===== config.mk =====
export PLATFORM = sky130hd
export DESIGN_NAME = rgb_to_hsv_pixel
export DESIGN_NICKNAME = d
export VERILOG_FILES = /design/src/rtl/rgbhsv_pkg.sv /design/src/rtl/rgbhsv_front.sv /design/src/rtl/rgbhsv_div.sv /design/src/rtl/rgbhsv_back.sv /design/src/rtl/rgb_to_hsv_pixel.sv
export SDC_FILE = /design/constraint.sdc
export NUM_CORES = 1
export LEC_CHECK = 0
export BUFFER_PORTS_ARGS = -buffer_cell sky130_fd_sc_hd__buf_4
export CAP_MARGIN = 20
export CORE_MARGIN = 2
export CORE_UTILIZATION = 53
export CTS_CLUSTER_DIAMETER = 60
export DETAILED_ROUTE_END_ITERATION = 16
export HOLD_SLACK_MARGIN = 0.02
export PLACE_DENSITY_LB_ADDON = 0.15
export SYNTH_ARGS = -nofsm -noshare
export SYNTH_HDL_FRONTEND = slang
export SYNTH_SLANG_ARGS = --single-unit
export TNS_END_PERCENT = 50

===== constraint.sdc =====
create_clock -name aclk -period 19.2 [get_ports aclk]
set_clock_uncertainty 0.15 [all_clocks]
set_input_delay 0.96 -clock aclk [delete_from_list [all_inputs] [get_ports aclk]]
set_output_delay 0.96 -clock aclk [all_outputs]
set_load 0.02 [all_outputs]

===== src/rtl/rgbhsv_pkg.sv =====
// Shared types and constants for the RGB to HSV pixel pipeline.
`default_nettype none

package rgbhsv_pkg;

    // Field widths
    localparam int CH_W   = 8;             // one color channel
    localparam int HUE_W  = 9;             // hue in degrees
    localparam int PCT_W  = 7;             // percent fields
    localparam int QUO_W  = 9;             // quotient bits of each divider
    localparam int NUM_W  = CH_W + QUO_W;  // divider numerator width

    // Arithmetic constants
    localparam int HUE_STEP = 60;          // degrees per sector
    localparam int HUE_RED  = 360;         // sector offsets
    localparam int HUE_GRN  = 120;
    localparam int HUE_BLU  = 240;
    localparam int PCT_FULL = 100;
    localparam logic [QUO_W-1:0] HUE_WRAP = QUO_W'(360);

    // Input beat
    typedef struct packed {
        logic [CH_W-1:0] red;
        logic [CH_W-1:0] green;
        logic [CH_W-1:0] blue;
    } pix_in_t;

    // Output beat
    typedef struct packed {
        logic [HUE_W-1:0] hue;
        logic [PCT_W-1:0] saturation;
        logic [PCT_W-1:0] brightness;
    } hsv_out_t;

    // Channel that holds the maximum
    typedef enum logic [1:0] {
        SECT_RED,
        SECT_GREEN,
        SECT_BLUE
    } hue_sect_t;

    // Operands of one divider
    typedef struct packed {
        logic [NUM_W-1:0] num;
        logic [CH_W-1:0]  den;
    } div_in_t;

    // Sideband carried next to the dividers
    typedef struct packed {
        logic             grey;        // all channels equal
        logic             black;       // maximum is zero
        logic [PCT_W-1:0] brightness;
    } side_t;

endpackage

`default_nettype wire


===== src/rtl/rgbhsv_front.sv =====
// Front stages: channel max/min, sector select, divider operands and brightness.
`default_nettype none

module rgbhsv_front import rgbhsv_pkg::*; (
    input  logic    aclk,
    input  logic    en,
    input  pix_in_t pix,
    output div_in_t hue_div,
    output div_in_t sat_div,
    output side_t   side
);

    localparam int SCL_W = CH_W + PCT_W;   // cmax * 100

    // Stage A: find max, min and the sector
    logic [CH_W-1:0] cmax_a, cmin_a, pos_a, neg_a;
    hue_sect_t       sect_a;

    always_comb begin
        if (pix.red >= pix.green && pix.red >= pix.blue) begin
            sect_a = SECT_RED;
            cmax_a = pix.red;
        end else if (pix.green >= pix.blue) begin
            sect_a = SECT_GREEN;
            cmax_a = pix.green;
        end else begin
            sect_a = SECT_BLUE;
            cmax_a = pix.blue;
        end
        cmin_a = pix.red;
        if (pix.green < cmin_a) begin
            cmin_a = pix.green;
        end
        if (pix.blue < cmin_a) begin
            cmin_a = pix.blue;
        end
        case (sect_a)
            SECT_RED: begin
                pos_a = pix.green;
                neg_a = pix.blue;
            end
            SECT_GREEN: begin
                pos_a = pix.blue;
                neg_a = pix.red;
            end
            default: begin
                pos_a = pix.red;
                neg_a = pix.green;
            end
        endcase
    end

    logic [CH_W-1:0] cmax_reg, diff_reg, pos_reg, neg_reg;
    hue_sect_t       sect_reg;

    always_ff @(posedge aclk) begin
        if (en) begin
            cmax_reg <= cmax_a;
            diff_reg <= cmax_a - cmin_a;
            pos_reg  <= pos_a;
            neg_reg  <= neg_a;
            sect_reg <= sect_a;
        end
    end

    // Stage B: build numerators and scale brightness
    logic [QUO_W-1:0] ofs_b;
    logic [NUM_W-1:0] up_b, dn_b, base_b;
    logic [SCL_W-1:0] scl_b;
    logic [SCL_W:0]   rnd_b;
    div_in_t          hue_next, sat_next;
    side_t            side_next;

    always_comb begin
        case (sect_reg)
            SECT_RED:   ofs_b = QUO_W'(HUE_RED);
            SECT_GREEN: ofs_b = QUO_W'(HUE_GRN);
            SECT_BLUE:  ofs_b = QUO_W'(HUE_BLU);
            default:    ofs_b = '0;
        endcase
        up_b   = NUM_W'(HUE_STEP * int'(pos_reg));
        dn_b   = NUM_W'(HUE_STEP * int'(neg_reg));
        base_b = NUM_W'(int'(ofs_b) * int'(diff_reg));

        hue_next.num = base_b + up_b - dn_b;
        hue_next.den = diff_reg;
        sat_next.num = NUM_W'(PCT_FULL * int'(diff_reg));
        sat_next.den = cmax_reg;

        // divide by 255: (x + (x >> 8) + 1) >> 8
        scl_b = SCL_W'(PCT_FULL * int'(cmax_reg));
        rnd_b = (SCL_W+1)'(scl_b) + (SCL_W+1)'(scl_b >> CH_W) + (SCL_W+1)'(1);

        side_next.grey       = (diff_reg == '0);
        side_next.black      = (cmax_reg == '0);
        side_next.brightness = PCT_W'(rnd_b >> CH_W);
    end

    div_in_t hue_div_reg, sat_div_reg;
    side_t   side_reg;

    always_ff @(posedge aclk) begin
        if (en) begin
            hue_div_reg <= hue_next;
            sat_div_reg <= sat_next;
            side_reg    <= side_next;
        end
    end

    assign hue_div = hue_div_reg;
    assign sat_div = sat_div_reg;
    assign side    = side_reg;

endmodule

`default_nettype wire


===== src/rtl/rgbhsv_div.sv =====
// Pipelined restoring divider, one quotient bit per register stage.
`default_nettype none

module rgbhsv_div import rgbhsv_pkg::*; #(
    parameter int DEN_W = CH_W,
    parameter int Q_W   = QUO_W
) (
    input  logic                 aclk,
    input  logic                 en,
    input  logic [DEN_W+Q_W-1:0] num,
    input  logic [DEN_W-1:0]     den,
    output logic [Q_W-1:0]       quo
);

    logic [DEN_W-1:0] rem_reg [Q_W];
    logic [DEN_W-1:0] den_reg [Q_W];
    logic [Q_W-1:0]   low_reg [Q_W];
    logic [Q_W-1:0]   quo_reg [Q_W];

    for (genvar g = 0; g < Q_W; g++) begin : gen_step
        logic [DEN_W-1:0] rem_in, den_in;
        logic [Q_W-1:0]   low_in, quo_in;
        logic [DEN_W:0]   trial, sub;
        logic             ge;

        // Take operands from the port or the previous step
        if (g == 0) begin : gen_first
            assign rem_in = num[DEN_W+Q_W-1:Q_W];
            assign low_in = num[Q_W-1:0];
            assign den_in = den;
            assign quo_in = '0;
        end else begin : gen_next
            assign rem_in = rem_reg[g-1];
            assign low_in = low_reg[g-1];
            assign den_in = den_reg[g-1];
            assign quo_in = quo_reg[g-1];
        end

        // Shift in one numerator bit, subtract when it fits
        assign trial = {rem_in, low_in[Q_W-1]};
        assign sub   = trial - {1'b0, den_in};
        assign ge    = (trial >= {1'b0, den_in});

        always_ff @(posedge aclk) begin
            if (en) begin
                rem_reg[g] <= ge ? sub[DEN_W-1:0] : trial[DEN_W-1:0];
                low_reg[g] <= low_in << 1;
                den_reg[g] <= den_in;
                quo_reg[g] <= {quo_in[Q_W-2:0], ge};
            end
        end
    end

    assign quo = quo_reg[Q_W-1];

endmodule

`default_nettype wire


===== src/rtl/rgbhsv_back.sv =====
// Output stage: hue wrap, grey and black cases, output register.
`default_nettype none

module rgbhsv_back import rgbhsv_pkg::*; (
    input  logic             aclk,
    input  logic             en,
    input  side_t            side,
    input  logic [QUO_W-1:0] hue_quo,
    input  logic [QUO_W-1:0] sat_quo,
    output hsv_out_t         res
);

    hsv_out_t res_next, res_reg;

    // Wrap the red sector into 0..359 and force the degenerate cases
    always_comb begin
        if (side.grey) begin
            res_next.hue = '0;
        end else if (hue_quo >= HUE_WRAP) begin
            res_next.hue = HUE_W'(hue_quo - HUE_WRAP);
        end else begin
            res_next.hue = HUE_W'(hue_quo);
        end
        res_next.saturation = side.black ? '0 : sat_quo[PCT_W-1:0];
        res_next.brightness = side.brightness;
    end

    always_ff @(posedge aclk) begin
        if (en) begin
            res_reg <= res_next;
        end
    end

    assign res = res_reg;

endmodule

`default_nettype wire


===== src/rtl/rgb_to_hsv_pixel.sv =====
// Top level of the RGB to HSV pixel pipeline.
//
//  Channel  Dir  Handshake           Payload
//  s_       in   s_valid / s_ready   s_data : pix_in_t  (red, green, blue)
//  m_       out  m_valid / m_ready   m_data : hsv_out_t (hue, saturation, brightness)
//
// One pixel per clock while the output is not stalled. Stages: max/min stage, operand stage,
// nine divider steps (one quotient bit each), output register.
// Reset clears only the valid bits; payload registers are not reset.
// When the output holds a beat that is not taken, the whole pipeline freezes
// and s_ready drops in the same cycle.
`default_nettype none

module rgb_to_hsv_pixel import rgbhsv_pkg::*; (
    input  logic     aclk,
    input  logic     aresetn,
    input  logic     s_valid,
    output logic     s_ready,
    input  pix_in_t  s_data,
    output logic     m_valid,
    input  logic     m_ready,
    output hsv_out_t m_data
);

    localparam int NSTG = QUO_W + 3;

    logic            en;
    logic [NSTG-1:0] valid_reg;
    div_in_t         hue_div, sat_div;
    side_t           side_b;
    side_t           side_reg [QUO_W];
    logic [QUO_W-1:0] hue_quo, sat_quo;

    // Advance everything unless the output beat is stuck
    assign en      = !valid_reg[NSTG-1] || m_ready;
    assign s_ready = en;
    assign m_valid = valid_reg[NSTG-1];

    always_ff @(posedge aclk) begin
        if (!aresetn) begin
            valid_reg <= '0;
        end else if (en) begin
            valid_reg <= {valid_reg[NSTG-2:0], s_valid};
        end
    end

    rgbhsv_front u_front (
        .aclk    (aclk),
        .en      (en),
        .pix     (s_data),
        .hue_div (hue_div),
        .sat_div (sat_div),
        .side    (side_b)
    );

    rgbhsv_div #(.DEN_W(CH_W), .Q_W(QUO_W)) u_hue_div (
        .aclk (aclk),
        .en   (en),
        .num  (hue_div.num),
        .den  (hue_div.den),
        .quo  (hue_quo)
    );

    rgbhsv_div #(.DEN_W(CH_W), .Q_W(QUO_W)) u_sat_div (
        .aclk (aclk),
        .en   (en),
        .num  (sat_div.num),
        .den  (sat_div.den),
        .quo  (sat_quo)
    );

    // Carry the sideband alongside the divider steps
    for (genvar g = 0; g < QUO_W; g++) begin : gen_side
        always_ff @(posedge aclk) begin
            if (en) begin
                if (g == 0) begin
                    side_reg[g] <= side_b;
                end else begin
                    side_reg[g] <= side_reg[(g > 0) ? g-1 : 0];
                end
            end
        end
    end

    rgbhsv_back u_back (
        .aclk    (aclk),
        .en      (en),
        .side    (side_reg[QUO_W-1]),
        .hue_quo (hue_quo),
        .sat_quo (sat_quo),
        .res     (m_data)
    );

endmodule

`default_nettype wire


==> metrics.md, run 1 <==
| Metric | Value |
|---|---|
| Status | complete, no violations |
| Initial DRC Count | 664 |
| Setup Viol. Count Final | 0 |
| Routed wire length | 50.2 mm |
| Final worst-path cycle share | 0.386 |
| GP Congestion | 0.840 |
| Startpoint class of the critical path | flop |
| Crit path max-delay family | adder cells |
| Critical path origin | u_front.neg_reg[0] |
| Worst rel slew slack | 0.312 |
| CTS tree | done |
| Floorplan row count | 88 |
| Routed len/inst | 15.0 µm |
| HPWL Detailed | 37.3 mm |
| Synthesized netlist cell count | 2433 |
| Main synth FF type | edfxtp_1 |
| Post-synth cell types | 53 |
| Starting Density | 0.538 |
| Clock Latency Late Sink | 0.62 ns |
| Register-to-Register Path Depth | 27 |
| First-pass GRT wire length | 84.9 mm |
| Ant. Diodes | 0 |
| Die area | 60800 µm² |
| Post-synth EDFFs | 544 |
| Vias in the first global route | 18.6k |
| Clk slew on worst S/H paths | 0.06 ns |
| # port buffers | 52 |
| Register Area | 16600 µm² |
| Synthesized Nets | 2883 |
| Post-CTS sizing | 0 |
| Slew Viols, Final | 0 |
| Post-CTS Setup Inserts | 0 |
| Initial antenna violation count | 0 |
| Final core occ | 0.599 |
| Avg Inst Size Synth | 12.8 µm² |
| Placed insts | 3246 |
| CTS Buf Count | 59 |
| Worst path depth | 27 |
| Minimum clock period | 7.41 ns |
| Most frequent cells in the layout | edfxtp_1 (544), inv_1 (366), ha_1 (330), nor2_1 (145), a21oi_1 (102) |
| Most common cell after layout, fill and taps aside | edfxtp_1 |
| Least-Margin Pin Slew | 1.03 ns |
| Die Y | 247 µm |
| Synth warnings | 0 |
| Tot GR Track Use | 0.171 |
| Via count | 17.7k |
| Post-synthesis async set-or-reset flop share | 0 |
| # IOs | 53 |
| CP max FO | 4 |
| Largest register FFs | 81 |
| RR Endpoint | u_front.hue_div[24] |
| Fillers | 4569 |
| Setup crit end | u_front.hue_div[24] |
| GRT overflow | 0 |
| Kind of critical path | flop to flop |
| Layout Cells excl Fill | 3358 |
| RSZ-0062 raised after global routing | no |
| CP Capture Type | flop |
| Req. time, crit path | 19.41 ns |
| Clk sinks | 556 |
| Clock Path Buffers | 3 |
| Iteration count of the initial detailed-routing pass | 4 |
| Die Wd | 247 µm |
| Layout cell share with drive strength beyond 1 | 0.0972 |
| Most used cell, CP | fa_1 |
| Register bit total from synthesis | 556 |
| Reg2reg start | u_front.neg_reg[0] |
| # hold bufs at CTS | 0 |
| Crit-path slowest cell | fa_1 |
| Worst path bufs/invs | 4 |
| Max incr delay on CP | 0.61 ns |
| Hold/Removal Path Class | flop to flop |
| Largest net degree at the start of global routing | 91 |
| H-tree levels | 2 |
| Final Hold Viols | 0 |
| Fmax | 135 MHz |
| CTS Root Cell | clkbuf_16 |
| Register area share after synthesis | 0.532 |
| Layout Area Growth over Synthesis | 11.2% |
| Number of nets in the layout | 2994 |
| Residual DRC | 0 |
| Cell Area, Synth | 31200 µm² |
| FF-to-FF setup slack | 11.79 ns |
| Critical Path AT | 7.61 ns |
| Core region area | 57900 µm² |
| Setup_tns | 0 ns |
| Final ANT Viol Nets | 0 |
| Multi-input logic area | 13200 µm² |
| Vias/cell | 5.27 |
| Max-Cap Viols | 0 |
how the worst min path moves through the flow:
stage | cells past startpoint | start | endpoint | slack [ns]
4_1_cts | 0 | u_front.hue_div[13] | u_hue_div.low_reg[0][5] | 0.24
2_1_floorplan | 0 | u_front.side[0] | side_reg[0][0] | 0.25
3_5_place_dp | 0 | side_reg[0][3] | side_reg[0][12] | 0.25
6_report | 0 | u_hue_div.low_reg[0][2] | u_hue_div.low_reg[0][11] | 0.25
5_1_grt | 0 | u_front.hue_div[13] | u_hue_div.low_reg[0][5] | 0.26
3_3_place_gp | 0 | u_hue_div.quo_reg[0][18] | u_hue_div.quo_reg[0][28] | 0.25
layout make-up:
| type | count | share of cell area |
|---|---|---|
| clock inverter | 44 | 0.0166 |
| sequential | 556 | 0.478 |
| timing repair buffer | 64 | 0.0144 |
| clock buffer | 66 | 0.0439 |
| multi-input combinational | 1496 | 0.380 |
| tap | 765 | 0.0276 |
| inverter | 367 | 0.0399 |
worst reg2reg max path: stages, from the launching register on:
cell and delay (ns):
edfxtp_1 0.47, fa_1 0.61, fa_1 0.47, ha_1 0.29, a21o_1 0.18, a21oi_1 0.22, o21bai_1 0.09, a21oi_1 0.23
o21ai_1 0.15, a21o_1 0.19, a21oi_1 0.17, xor2_1 0.22, fa_1 0.45, fa_1 0.54, inv_1 0.05, fa_1 0.52
inv_1 0.04, ha_1 0.27, inv_1 0.06, fa_1 0.53, inv_1 0.05, ha_1 0.22, or3_1 0.38, o21ai_0 0.09
a31oi_1 0.10, a21o_1 0.20, a21oi_1 0.16, xnor2_1 0.07
cells in the mapped netlist, types with 16 or more instances:
cell type	instances	area (µm²)
o21ai_1	37	185
nand2_1	92	345
a21o_1	36	270
nor4_1	16	100
nor2_1	145	544
fa_1	92	1840
nor2b_1	55	344
edfxtp_1	544	16300
xor2_1	40	350
o21a_1	56	420
ha_1	330	4130
xnor2_1	81	709
mux2_2	65	732
o21ai_0	73	365
nor3_1	21	105
mux2_1	17	191
a21oi_1	102	510
a21boi_0	27	203
and2_1	17	106
inv_1	367	1380
nand2b_1	29	181
mux2i_1	45	450
nand4_1	34	213
layer usage:
| layer | routed length [µm] | GRT usage | vias up |
|---|---|---|---|
| met2 | 26900 | 0.327 | 231 |
| met4 | 1570 | 0.0659 | 0 |
| met1 | 20300 | 0.189 | 8573 |
| li1 | - | - | 8792 |
| met3 | 1430 | 0.0246 | 109 |
| met5 | 0 | 0 | - |
cells by family after synthesis:
logic type / Yosys count / share of synthesized area
flops: 556 / 0.532
simple gates: 432 / 0.0669
fa+ha+maj: 422 / 0.191
compound gates: 393 / 0.0851
buf+inv: 381 / 0.0461
mux: 127 / 0.0441
xor+xnor: 122 / 0.0347
per-stage QoR:
| stage | hold WS (ns) | area, µm² | setup slack [ns] |
|---|---|---|---|
| after global placement | 0.250 | 32600 | 11.93 |
| after floorplan | 0.250 | 31200 | 1.80 |
| after CTS | 0.244 | 34700 | 11.75 |
| after global routing | 0.257 | 34700 | 11.31 |
| after detailed placement | 0.255 | 32600 | 11.75 |
| final | 0.253 | 34700 | 11.79 |
Power of run 1 is not shown: default switching activity piles up to over one toggle a cycle in this logic, so the estimate is an artifact.
==> run 2: changes to the inputs <==
==> constraint.sdc (replaced) <==
create_clock -name aclk -period 7.25 [get_ports aclk]
set_clock_uncertainty 0.15 [all_clocks]
set_input_delay 0.3625 -clock aclk [delete_from_list [all_inputs] [get_ports aclk]]
set_output_delay 0.3625 -clock aclk [all_outputs]
set_load 0.02 [all_outputs]
==> metrics.md, run 2 (synthesis gave the netlist of run 1 again) <==
| Metric | Value |
|---|---|
| Largest net degree at the start of global routing | 182 (+100%) |
| Hold Path Sink | u_front.cmax_reg[6] |
| Critical Path AT | 7.25 ns (-0.36 ns) |
| Startpoint class of the critical path | flop |
| Least-Margin Pin Slew | 1.06 ns (+0.0244 ns) |
| Layout cell share with drive strength beyond 1 | 0.103 (+0.00607) |
| HPWL Detailed | 36.6 mm (-1.7%) |
| Most common cell after layout, fill and taps aside | edfxtp_1 |
| Die Wd | 247 µm (unchanged) |
| Iteration count of the initial detailed-routing pass | 4 (unchanged) |
| Layout Area Growth over Synthesis | 12.0% |
| H-tree levels | 2 (unchanged) |
| Initial DRC Count | 706 (+6.3%) |
| GRT overflow | 0 (unchanged) |
| Final Hold Viols | 0 (unchanged) |
| Setup Viol. Count Final | 0 (unchanged) |
| Most frequent cells in the layout | edfxtp_1 (544), inv_1 (366), ha_1 (326), nor2_1 (144), a21oi_1 (97) |
| First-pass GRT wire length | 84.1 mm (-1.0%) |
| Kind of critical path | flop to flop |
| Tot GR Track Use | 0.169 (-0.00181) |
| Clock Path Buffers | 3 (unchanged) |
| Req. time, crit path | 7.45 ns (-11.96 ns) |
| Hold/Removal Path Class | input pin to flop |
| Hold depth | 3 (+3) |
| Core region area | 57900 µm² (unchanged) |
| Hold wc startpoint | s_data[22] |
| Clk slew on worst S/H paths | 0.06 ns (about the same) |
| Largest register FFs | 81 (unchanged) |
| FF-to-FF setup slack | 0.20 ns (-11.59 ns) |
| Floorplan row count | 88 (unchanged) |
| Max-Cap Viols | 0 (unchanged) |
| CTS Root Cell | clkbuf_16 |
| Routed wire length | 50.6 mm (+0.74%) |
| Routed len/inst | 15.0 µm (about the same) |
| Vias in the first global route | 18.5k (-0.63%) |
| CTS Buf Count | 58 (-1.7%) |
| Slew Viols, Final | 0 (unchanged) |
| Starting Density | 0.538 (unchanged) |
| Clk sinks | 556 (unchanged) |
| # IOs | 53 (unchanged) |
| Vias/cell | 5.25 (-0.34%) |
| Residual DRC | 0 (unchanged) |
| CP Capture Type | flop |
| GP Congestion | 0.889 (+5.9%) |
| Final ANT Viol Nets | 0 (unchanged) |
| Setup WS post-layout | 0.200 ns (-11.59 ns) |
| Ant. Diodes | 0 (unchanged) |
| Via count | 17.8k (+0.31%) |
| Initial antenna violation count | 0 (unchanged) |
| # port buffers | 52 (unchanged) |
| CTS tree | done |
| Register-to-Register Path Depth | 26 (-3.7%) |
| RR Endpoint | u_front.hue_div[24] |
| Worst rel slew slack | 0.295 (-0.0163) |
| Minimum clock period | 7.05 ns (-0.356 ns) |
| Die Y | 247 µm (unchanged) |
| CP max FO | 3 (-1) |
| Fmax | 142 MHz (+5.0%) |
| Die area | 60800 µm² (unchanged) |
| Reg2reg start | u_front.neg_reg[1] |
| Pre-CTS setup slack | -0.0182 ns (-11.77 ns) |
| Number of nets in the layout | 3016 (+0.73%) |
| Clock Latency Late Sink | 0.61 ns (about the same) |
| Status | complete, no violations |
| Final worst-path cycle share | 0.972 (+0.587) |
==> run 2: final cells by class <==
class	count	area, µm²
clock buffer	65	1500
fill	4481	23000
tap	765	957
timing repair buffer	87	723
sequential	556	16600
inverter	367	1390
multi-input combinational	1496	13200
clock inverter	44	527
==> run 2: critical path: stages (launching register included) <==
cell	delay [ns]
edfxtp_1	0.43
fa_1	0.59
fa_2	0.49
fa_2	0.40
a21oi_1	0.15
nor2_1	0.07
nor2_2	0.14
o21bai_1	0.08
a21oi_2	0.19
o21bai_1	0.08
a21oi_1	0.20
xnor2_1	0.16
fa_1	0.47
fa_1	0.51
fa_1	0.54
inv_1	0.04
ha_1	0.27
inv_1	0.05
fa_1	0.52
inv_1	0.04
ha_1	0.29
or3_1	0.35
o21ai_0	0.08
a31oi_1	0.08
a21o_1	0.19
a21oi_2	0.14
xnor2_1	0.08
==> run 2: per-stage QoR <==
stage	hold WS, ns	TNS [ns]	utilization	cell area (µm²)	cells
after floorplan	0.250	0	-	31200	2433
after global placement	0.250	0	0.563	32600	3248
after detailed placement	0.255	-0.0182	0.563	32600	3248
after CTS	0.0208	0	0.601	34800	3376
after global routing	0.0396	-0.0605	0.603	34900	3380
final	0.0515	0	0.603	34900	3380
==> run 2: routing by layer <==
metal,GRT usage,wire length (µm)
met5,0,0
met3,0.0277,1610
met4,0.0602,1450
met2,0.322,26900
met1,0.189,20600
==> run 2: repair_timing <==
action / CTS / global route
pin swaps: 3 / 15
resized for setup: 0 / 15
endpoints found under the setup margin: 1 / 2
hold endpoints to repair: 27 / 0
buffers inserted: 1 / 3
hold buffers: 18 / 0
==> run 2: worst max-delay path by stage <==
stage | from | to | slack (ns) | cells after the start
2_1_floorplan | u_front.neg_reg[0] | u_front.hue_div[24] | 0.22 | 27
3_3_place_gp | u_front.neg_reg[0] | u_front.hue_div[24] | 0.08 | 27
3_5_place_dp | u_front.neg_reg[0] | u_front.hue_div[24] | -0.02 | 27
4_1_cts | u_front.neg_reg[0] | u_front.hue_div[24] | 0.002 | 27
5_1_grt | u_front.neg_reg[1] | u_front.hue_div[24] | -0.06 | 26
6_report | u_front.neg_reg[1] | u_front.hue_div[24] | 0.20 | 26
Power of run 2 is left out for the same reason.
